<file path="src/rtl/core/ilst_pkg.sv">
// ----------------------------------------------------------------------------
// Indexed list engine package
// Shared widths, command and status codes, and the control bundle that the
// top level broadcasts to every list cell.
// ----------------------------------------------------------------------------
package ilst_pkg;

  // Default list depth.
  localparam int CAPACITY_DEF = 64;

  // Fixed field widths.
  localparam int CMD_W     = 2;
  localparam int POS_W     = 6;
  localparam int VAL_W     = 32;
  localparam int STAT_W    = 3;
  localparam int CNT_OUT_W = 7;

  // Number of match bits examined per cycle while a search scans the chain.
  localparam int SCAN_W = 8;

  // Command codes.
  localparam logic [CMD_W-1:0] CMD_INSERT = 2'd0;
  localparam logic [CMD_W-1:0] CMD_DELETE = 2'd1;
  localparam logic [CMD_W-1:0] CMD_SEARCH = 2'd2;

  // Status codes.
  localparam logic [STAT_W-1:0] ST_DONE      = 3'd0;
  localparam logic [STAT_W-1:0] ST_NOT_FOUND = 3'd1;
  localparam logic [STAT_W-1:0] ST_EMPTY     = 3'd2;
  localparam logic [STAT_W-1:0] ST_FULL      = 3'd3;
  localparam logic [STAT_W-1:0] ST_BAD_POS   = 3'd4;

  // Per-cycle control broadcast to all cells.
  typedef struct packed {
    logic ins;    // open a slot at the position and load the new value
    logic del;    // close the slot at the position
    logic cmp;    // compare every entry with the key and latch the match
    logic shift;  // move the match bits one scan group toward cell zero
  } ilst_ctrl_t;

endpackage

</file>
<file path="src/rtl/core/ilst_cell.sv">
// ----------------------------------------------------------------------------
// Indexed list cell
// Holds one list entry and its search match bit. Takes its neighbor's entry
// on insert or delete, and a match bit from further up the chain on a scan.
// ----------------------------------------------------------------------------
module ilst_cell #(
  parameter int INDEX = 0,
  parameter int XW    = 7
) (
  input  logic                      clk,
  input  ilst_pkg::ilst_ctrl_t      ctrl,
  input  logic [XW-1:0]             pos,
  input  logic [XW-1:0]             cnt,
  input  logic [ilst_pkg::VAL_W-1:0] new_val,
  input  logic [ilst_pkg::VAL_W-1:0] left_val,
  input  logic [ilst_pkg::VAL_W-1:0] right_val,
  input  logic                      match_in,
  output logic [ilst_pkg::VAL_W-1:0] val,
  output logic                      match
);

  localparam logic [XW-1:0] IDX  = XW'(INDEX);
  localparam logic [XW-1:0] IDX1 = XW'(INDEX + 1);

  logic [ilst_pkg::VAL_W-1:0] val_r;
  logic                       match_r;

  always_ff @(posedge clk) begin
    if (ctrl.ins) begin
      if (IDX == pos) begin
        val_r <= new_val;
      end else if ((IDX > pos) && (IDX <= cnt)) begin
        val_r <= left_val;
      end
    end else if (ctrl.del) begin
      if ((IDX >= pos) && (IDX1 < cnt)) begin
        val_r <= right_val;
      end
    end
  end

  // Only occupied cells may report a match.
  always_ff @(posedge clk) begin
    if (ctrl.cmp) begin
      match_r <= (val_r == new_val) && (IDX < cnt);
    end else if (ctrl.shift) begin
      match_r <= match_in;
    end
  end

  assign val   = val_r;
  assign match = match_r;

endmodule

</file>
<file path="config.mk">
export PLATFORM = sky130hd
export DESIGN_NAME = ilst_cell
export DESIGN_NICKNAME = d
export VERILOG_FILES = /design/src/rtl/core/ilst_pkg.sv /design/src/rtl/core/ilst_cell.sv
export SDC_FILE = /design/constraint.sdc
export NUM_CORES = 1
export LEC_CHECK = 0
export BUFFER_PORTS_ARGS = -buffer_cell sky130_fd_sc_hd__clkbuf_2
export CORE_MARGIN = 2
export CORE_UTILIZATION = 41
export DETAILED_ROUTE_END_ITERATION = 10
export HOLD_SLACK_MARGIN = 0.02
export PLACE_DENSITY = 0.86
export SLEW_MARGIN = 10
export SYNTH_ARGS = -nofsm -noshare
export SYNTH_HDL_FRONTEND = slang
export SYNTH_SLANG_ARGS = --single-unit
</file>
<file path="constraint.sdc">
create_clock -name clk -period 2.9 [get_ports clk]
set_input_delay 0.145 -clock clk [delete_from_list [all_inputs] [get_ports clk]]
set_output_delay 0.145 -clock clk [all_outputs]
set_load 0.02 [all_outputs]
</file>
==> results.ini, run 1 <==
[worst_setup_path]
cp_data_arrival_time_ps=1640
slowest_delay_ps=400
critical_path_buf_inv_count=0
start_kind=flip-flop
cp_common_cell=nand4_1
critPathKind=flip-flop to flip-flop
cp_top_family=simple AND/OR/NAND/NOR gates
crit_slowest_cell=edfxtp_1
setup.worst_path.end_class=flip-flop
required_ps=3030
crit_fanout=2
cp_cell_sequence=xnor2_1 -> nand4_1 -> nor4_1 -> nand4_1 -> o22ai_1

[floorplan]
start_util=0.4314
die_h_um=74.96
dieArea_um2=5619
core_region_area_um2=4786
io_pins=149
std_cell_rows=25
die_width_um=74.96

[synthesis]
synth_most_common_cell=nor2_1
netlist-cell-type-count=19
yosysWarnings=0
syn-instance-count=193
yosys.area.top_type=edfxtp_1
synth_edf_count=33
syn_area_um2=2064
yosysTopAreaCellShare=0.4800
syn_nets=309
ys_ff_latch=33
synth.yosys.seq_area_share=0.4800
synth_ff_type=edfxtp_1
syn_area_per_cell_um2=10.70
synth.area.top_cells=edfxtp_1 (48%), mux2i_1 (16%), a21oi_1 (8.0%)
postSynth.asyncResetShare=0
synth_commonest_cells=nor2_1 (34), a21oi_1 (33), edfxtp_1 (33), mux2i_1 (32), xnor2_1 (17)

[drt]
drcViolationCount=0
ant_nets=0
topRoutingLayerUsed=met4
met3_length_um=456
dr_wl_met2_um=3087
wl_per_cell_um=14.29
drt-total-wl_um=5843
first_iter_violations=86
firstDrtPassIters=4
met1_length_um=2181
vias=2023
vias_per_cell=4.946

[clock_tree]
clockBufferDepth=2
cts_buffers=5
cts_tree=yes
htree_levels=2
postCtsHoldBufs=0
clk_pin_slew_worst_paths_ps=60
worstSkewPairLatency_ps=280
cts_resized=0
clock-sinks=33
root_buffer=clkbuf_8
post_cts_buffers=0

[finish]
nets=457
drive_gt1_frac=0.4678
syn2layout_area_growth_pct=42.97
fillers=429
multi_input_area_um2=1017
diodes=0
final_cell_area_um2=2952
regArea_um2=991.0

[place]
postPlaceCellArea_um2=2872
place_hpwl_um=4774
portBuffers=148
routabilityCongestion=0.8360

[global_route]
grt_max_degree=65
grt_pass1_wl_um=8535
grt_pass1_vias=1928
track_usage=0.2060
antenna_found_initial=0
grt_overflow=0

[sta]
fin_crit_sh=0.5205
hold_viol=0
fin_skew_ps=0.8653
rsz0062_at_grt=no
clock.fmax_ghz=0.6625
fin_tns_setup_ps=0
hold_ws_ps=169.1
finalMaxSlewViolations=0
worst_pin_slew_ps=591.6
finalSetupViolations=0
fin_crit_ps=1509
slew_headroom=0.6056

[power]
vdd_drop_max_v=0.0001876
power_leakage_nw=1.534
p_per_area_nw_per_um2=355.3
total_power_w=0.001049

[run]
drv_cap=0

[min_path]
min_path_type=primary input to flip-flop

[outcome]
status=finished, final reports clean

## layout by cell type, fill, tap and decap left out, types with 2 or more instances in the layout
cell / count
a21oi_1: 33
buf_4: 2
clkbuf_1: 3
clkbuf_2: 148
clkbuf_8: 5
edfxtp_1: 33
mux2i_1: 32
nand4_1: 5
nor2_1: 33
nor3_1: 2
nor4_1: 5
xnor2_1: 17
xor2_1: 15
## flip-flops by register name, summed over array words and instances, names as in the netlist
signal / cells
match: 1
val: 32
## cells by family after synthesis
logic type / synth area share
and+or+nand+nor: 0.1109
xor gates and xnor gates: 0.1358
DFF: 0.4800
buffers and inverters: 0.03090
AOI/OAI and AO/OA: 0.08728
muxes: 0.1552
## metal layers
metal | track usage | vias to the layer above
li1 | - | 1001
met1 | 0.2165 | 906
met2 | 0.3918 | 103
met3 | 0.05355 | 13
met4 | 0.07341 | 0
met5 | 0 | -
## final timing paths
kind	from	to	slack, ps	cells past startpoint
setup reg to reg	val[20]	match	1390	5
hold / removal	ctrl[0]	match	170	2
setup / recovery	val[20]	match	1390	5
hold reg to reg	val[2]	match	760	3
## per-stage QoR
step / utilization / std cells / worst slack (ps)
4_1_cts: 0.6167 / 409 / 1347
2_1_floorplan: - / 193 / 337.8
6_report: 0.6167 / 409 / 1391
5_1_grt: 0.6167 / 409 / 1227
3_5_place_dp: 0.6000 / 401 / 1243
3_3_place_gp: 0.6000 / 401 / 1290
## final cells by class
class	count	area share
inverter	1	0.001272
multi-input combinational	149	0.3446
sequential	33	0.3357
clock buffer	8	0.02713
timing repair buffer	151	0.2628
tap	67	0.02840
## worst reg2reg max path, cell delays in order, from the launching register on
cell      delay [ps]
edfxtp_1         400
xnor2_1          170
nand4_1          130
nor4_1           370
nand4_1          150
o22ai_1          140
## where the power goes
part | switching (W) | internal (W)
sequential | 0.00000191 | 0.000533
clock | 0.000156 | 0.000170
combinational | 0.0000880 | 0.0000997
(Power assumes the default switching activity.)
==> run 2, diff against run 1 <==
--- a/config.mk
+++ b/config.mk
@@ -5,12 +5,13 @@
 export SDC_FILE = /design/constraint.sdc
 export NUM_CORES = 1
 export LEC_CHECK = 0
+export ABC_AREA = 1
 export BUFFER_PORTS_ARGS = -buffer_cell sky130_fd_sc_hd__clkbuf_2
 export CORE_MARGIN = 2
 export CORE_UTILIZATION = 41
 export DETAILED_ROUTE_END_ITERATION = 10
 export HOLD_SLACK_MARGIN = 0.02
-export PLACE_DENSITY = 0.86
+export PLACE_DENSITY = 0.83
 export SLEW_MARGIN = 10
 export SYNTH_ARGS = -nofsm -noshare
 export SYNTH_HDL_FRONTEND = slang
==> constraint.sdc (replaced) <==
create_clock -name clk -period 1.3 [get_ports clk]
set_input_delay 0.065 -clock clk [delete_from_list [all_inputs] [get_ports clk]]
set_output_delay 0.065 -clock clk [all_outputs]
set_load 0.02 [all_outputs]
==> results.ini, run 2 <==
[worst_setup_path]
crit_fanout=3
required_ps=1450
cp_data_arrival_time_ps=1420
critPathKind=flip-flop to flip-flop
start_kind=flip-flop
setup.worst_path.end_class=flip-flop

[drt]
drcViolationCount=0
drt-total-wl_um=7345
wl_per_cell_um=12.80
ant_nets=0
vias=2739
vias_per_cell=4.772
first_iter_violations=96
firstDrtPassIters=4

[synthesis]
postSynth.asyncResetShare=0
synth.area.top_cells=edfxtp_1 (37%), nand2_1 (14%), nor2_4 (12%)
yosysWarnings=0
synth.yosys.seq_area_share=0.3672
syn_nets=460
synth_commonest_cells=nand2_1 (104), inv_1 (50), o21ai_1 (40), edfxtp_1 (33), nor2_4 (29)
yosysTopAreaCellShare=0.3672
synth_ff_type=edfxtp_1
syn-instance-count=344
netlist-cell-type-count=23
synth_most_common_cell=nand2_1
synth_edf_count=33
ys_ff_latch=33
yosys.area.top_type=edfxtp_1
syn_area_per_cell_um2=7.845
syn_area_um2=2699

[global_route]
grt_max_degree=33
grt_overflow=0
antenna_found_initial=0
track_usage=0.2004
grt_pass1_wl_um=11650
grt_pass1_vias=2642

[finish]
fin_cells=574
diodes=0
final_cell_mix=clkbuf_2 (148), nand2_1 (103), inv_1 (50)
final_common_cell=clkbuf_2
syn2layout_area_growth_pct=35.28
nets=613
largest_reg_flops=32
drive_gt1_frac=0.4608

[power]
power_leakage_nw=1.832
swShare=0.2603
p_per_area_nw_per_um2=664.0
netSwitchingPower_w=0.0006310
seqPwrFrac=0.492
combPwrFrac=0.216
vdd_drop_max_v=0.0003494
p_int_w=0.001793
clkPwrFrac=0.291

[sta]
fin_crit_ps=1271
finalSetupViolations=0
worst_pin_slew_ps=340.5
setup_slack_ps=28.68
fin_skew_ps=4.411
finalMaxSlewViolations=0
fin_crit_sh=0.9779
rsz0062_at_grt=yes
fin_tns_setup_ps=0
hold_ws_ps=63.82
slew_headroom=0.7730
clock.fmax_ghz=0.7866
hold_viol=0

[floorplan]
std_cell_rows=29
io_pins=149
start_util=0.4250
die_width_um=85.13
core_region_area_um2=6350
dieArea_um2=7247
die_h_um=85.13

[min_path]
min_path_type=primary input to flip-flop

[clock_tree]
htree_levels=2
clk_pin_slew_worst_paths_ps=60
postCtsHoldBufs=0
cts_buffers=5
clockBufferDepth=2
root_buffer=clkbuf_8
clock-sinks=33
worstSkewPairLatency_ps=270
cts_tree=yes

[place]
portBuffers=148
routabilityCongestion=0.8058
place_hpwl_um=5979
placedCellCount=566
preCtsSetupSlack_ps=-9.829

[run]
drv_cap=0

[outcome]
status=finished, final reports clean

## run 2: per-layer routing
layer	GRT usage	up-vias	part of all wire
li1	-	1391	-
met1	0.2401	1216	0.41
met3	0.04280	16	0.064
met5	0	-	0
met2	0.3530	116	0.50
met4	0.07215	0	0.021
## run 2: timing repair
item | 4_1_cts | 5_1_grt
endpoints found under the hold margin | 0 | 0
buffers inserted | 0 | 1
setup endpoints to repair | 1 | 1
resized for setup | 1 | 5
pin swaps | 0 | 1
## run 2: worst paths after layout
check / cells after the start / from / end / slack, ps
worst max register to register: 9 / val[6] / match / 30
worst min-delay path: 3 / right_val[2] / val[2] / 60
worst max-delay path: 9 / val[6] / match / 30
worst min register to register: 4 / val[31] / match / 770
## run 2: final cells by class
type | count | area (µm²)
clock inverters | 1 | 3.754
well taps | 77 | 96.34
multi-input cells | 248 | 1450
inverters | 51 | 196.4
clock buffers | 6 | 72.57
repair buffers | 158 | 840.8
flip-flops and latches | 33 | 991.0
fillers | 607 | 2699
## run 2: logic make-up after synthesis
group | Yosys count | synth area share
AND/OR/NAND/NOR | 172 | 0.3352
AO/OA/AOI/OAI | 69 | 0.1590
flip-flops | 33 | 0.3672
buffers and inverters | 63 | 0.1159
XOR/XNOR | 7 | 0.02272
## run 2: power by group through the flow
stage	sequential, W	clock [W]	combinational, W
global placement	0.00122	0	0.000504
floorplan	0.00123	0	0.000224
global route	0.00119	0.000790	0.000583
detailed placement	0.00122	0	0.000523
finish	0.00119	0.000706	0.000525
CTS	0.00119	0.000737	0.000524
## run 2: worst max-delay path, cell delays in order, from the launching register on
cell,delay (ps)
edfxtp_1,420
nand2_1,90
nand2_1,50
nor2_1,120
nand2_1,100
nor2_4,120
nand2_1,60
nor2_1,80
nand2_1,50
nand2_1,50
## run 2: stage by stage
stage            util  area, µm²  total power, W
6_report       0.5750       3651        0.002424
5_1_grt        0.5750       3651        0.002566
4_1_cts        0.5706       3623        0.002454
3_5_place_dp   0.5582       3545        0.001739
3_3_place_gp   0.5582       3545        0.001720
2_1_floorplan       -       2731        0.001451
==> run 3, diff against run 2 <==
--- a/config.mk
+++ b/config.mk
@@ -5,13 +5,15 @@
 export SDC_FILE = /design/constraint.sdc
 export NUM_CORES = 1
 export LEC_CHECK = 0
-export ABC_AREA = 1
+export ABC_AREA = 0
 export BUFFER_PORTS_ARGS = -buffer_cell sky130_fd_sc_hd__clkbuf_2
+export CELL_PAD_IN_SITES_DETAIL_PLACEMENT = 1
+export CELL_PAD_IN_SITES_GLOBAL_PLACEMENT = 1
 export CORE_MARGIN = 2
-export CORE_UTILIZATION = 41
+export CORE_UTILIZATION = 26
 export DETAILED_ROUTE_END_ITERATION = 10
 export HOLD_SLACK_MARGIN = 0.02
-export PLACE_DENSITY = 0.83
+export PLACE_DENSITY = 0.81
 export SLEW_MARGIN = 10
 export SYNTH_ARGS = -nofsm -noshare
 export SYNTH_HDL_FRONTEND = slang
==> results.ini, run 3 (synthesis gave the netlist of run 1 again) <==
[clock_tree]
cts_buffers=5
cts_tree=yes
htree_levels=2
root_buffer=clkbuf_8
clockBufferDepth=2
clock-sinks=33
clk_pin_slew_worst_paths_ps=70
worstSkewPairLatency_ps=280

[drt]
topRoutingLayerUsed=met4
met3_length_um=523
ant_nets=0
drcViolationCount=0
firstDrtPassIters=5
met1_length_um=2594
vias_per_cell=4.538
wl_per_cell_um=14.35
drt-total-wl_um=6586
first_iter_violations=29
dr_wl_met2_um=3424
vias=2083

[worst_setup_path]
cp_common_cell=nand4_1
setup.worst_path.end_class=flip-flop
cp_top_family=simple AND/OR/NAND/NOR gates
crit_fanout=2
critPathKind=flip-flop to flip-flop
critical_path_buf_inv_count=1
slowest_delay_ps=420
cp_cell_sequence=xnor2_2 -> nand4_1 -> nor4_2 -> buf_4 -> nand4_1 -> o22ai_1
required_ps=1430
start_kind=flip-flop
cp_data_arrival_time_ps=1600
crit_slowest_cell=edfxtp_1

[floorplan]
core_region_area_um2=7727
dieArea_um2=8669
start_util=0.2672
die_h_um=93.11
std_cell_rows=32
die_width_um=93.11
io_pins=149

[sta]
rsz0062_at_grt=yes
worst_pin_slew_ps=333.4
hold_ws_ps=69.40
hold_viol=0
finalSetupViolations=1
fin_skew_ps=7.272
setup_slack_ps=-172.8
clock.fmax_ghz=0.6790
finalMaxSlewViolations=0
slew_headroom=0.7757
fin_crit_ps=1473
fin_crit_sh=1.133

[finish]
diodes=0
drive_gt1_frac=0.5042
final_common_cell=clkbuf_2
syn2layout_area_growth_pct=54.97
largest_reg_flops=32
nets=473
final_cell_mix=clkbuf_2 (148), nor2_1 (33), a21oi_1 (33), edfxtp_1 (33), mux2i_1 (32)

[power]
vdd_drop_max_v=0.0003093
power_leakage_nw=1.653
p_per_area_nw_per_um2=739.7

[global_route]
grt_overflow=0
antenna_found_initial=0
grt_pass1_vias=2097
track_usage=0.1504
grt_pass1_wl_um=10090
grt_max_degree=45

[outcome]
status=complete, but fails checks
violations=setup timing

[min_path]
min_path_type=primary input to flip-flop

[place]
routabilityCongestion=0.7555
preCtsSetupSlack_ps=-238.6
place_hpwl_um=5495
portBuffers=148

[run]
drv_cap=0

run 3: changes by cell type in the layout (fill, tap and decap cells not counted), moves of 6 or more:
cell	delta
xnor2_1	+8
o21ai_2	-20
a21oi_1	+33
nor2_4	-31
nand2_1	-102
buf_4	+6
mux2i_1	+32
o21ai_0	-6
o21ai_1	-40
nor2_1	+11
inv_1	-49
xor2_1	+15
run 3: repair_timing:
item / 4_1_cts / 5_1_grt
hold buffers: 0 / 0
gates resized for setup: 1 / 3
endpoints found under the setup margin: 1 / 1
buffers inserted: 2 / 0
cloned: 0 / 0
pin swaps: 0 / 0
run 3: layer usage:
layer,GRT usage,up-vias
li1,-,1029
met1,0.1718,964
met2,0.2790,85
met3,0.04110,5
met4,0.03309,0
met5,0,-
run 3: stage by stage:
step                      setup TNS [ps]  cell area [µm²]  instances  total power (W)    util
after CTS                         -198.2             3177        459         0.002404  0.4111
final                             -172.8             3199        459         0.002366  0.4140
after global routing              -340.7             3199        459         0.002501  0.4140
after global placement             -2209             3079        450         0.001649  0.3985
after detailed placement           -5252             3079        450         0.001661  0.3985
after floorplan                    -8140             2086        193         0.001400       -
run 3: path summary, 6_finish.rpt:
kind                              start     to  slack [ps]  cells past startpoint
worst min-delay path            ctrl[0]  match          70                      2
worst min register to register   val[2]  match         770                      3
worst max-delay path             val[4]  match        -170                      6
worst max register to register   val[4]  match        -170                      6
run 3: where the power goes:
group / internal, W / switching (W) / total [W] / leakage [nW]
sequential: 0.00119 / 0.00000436 / 0.00119 / 0.308
combinational: 0.000239 / 0.000205 / 0.000443 / 1.31
clock: 0.000361 / 0.000370 / 0.000731 / 0.0387
total: 0.00179 / 0.000579 / 0.00237 / 1.65
run 3: final cells by class:
class,count,area [µm²]
Multi-Input combinational cell,149,1055
Fill cell,946,4528
Sequential cell,33,991.0
Tap cell,102,127.6
Clock buffer,6,72.57
Timing Repair Buffer,167,945.9
Clock inverter,1,3.754
Inverter,1,3.754
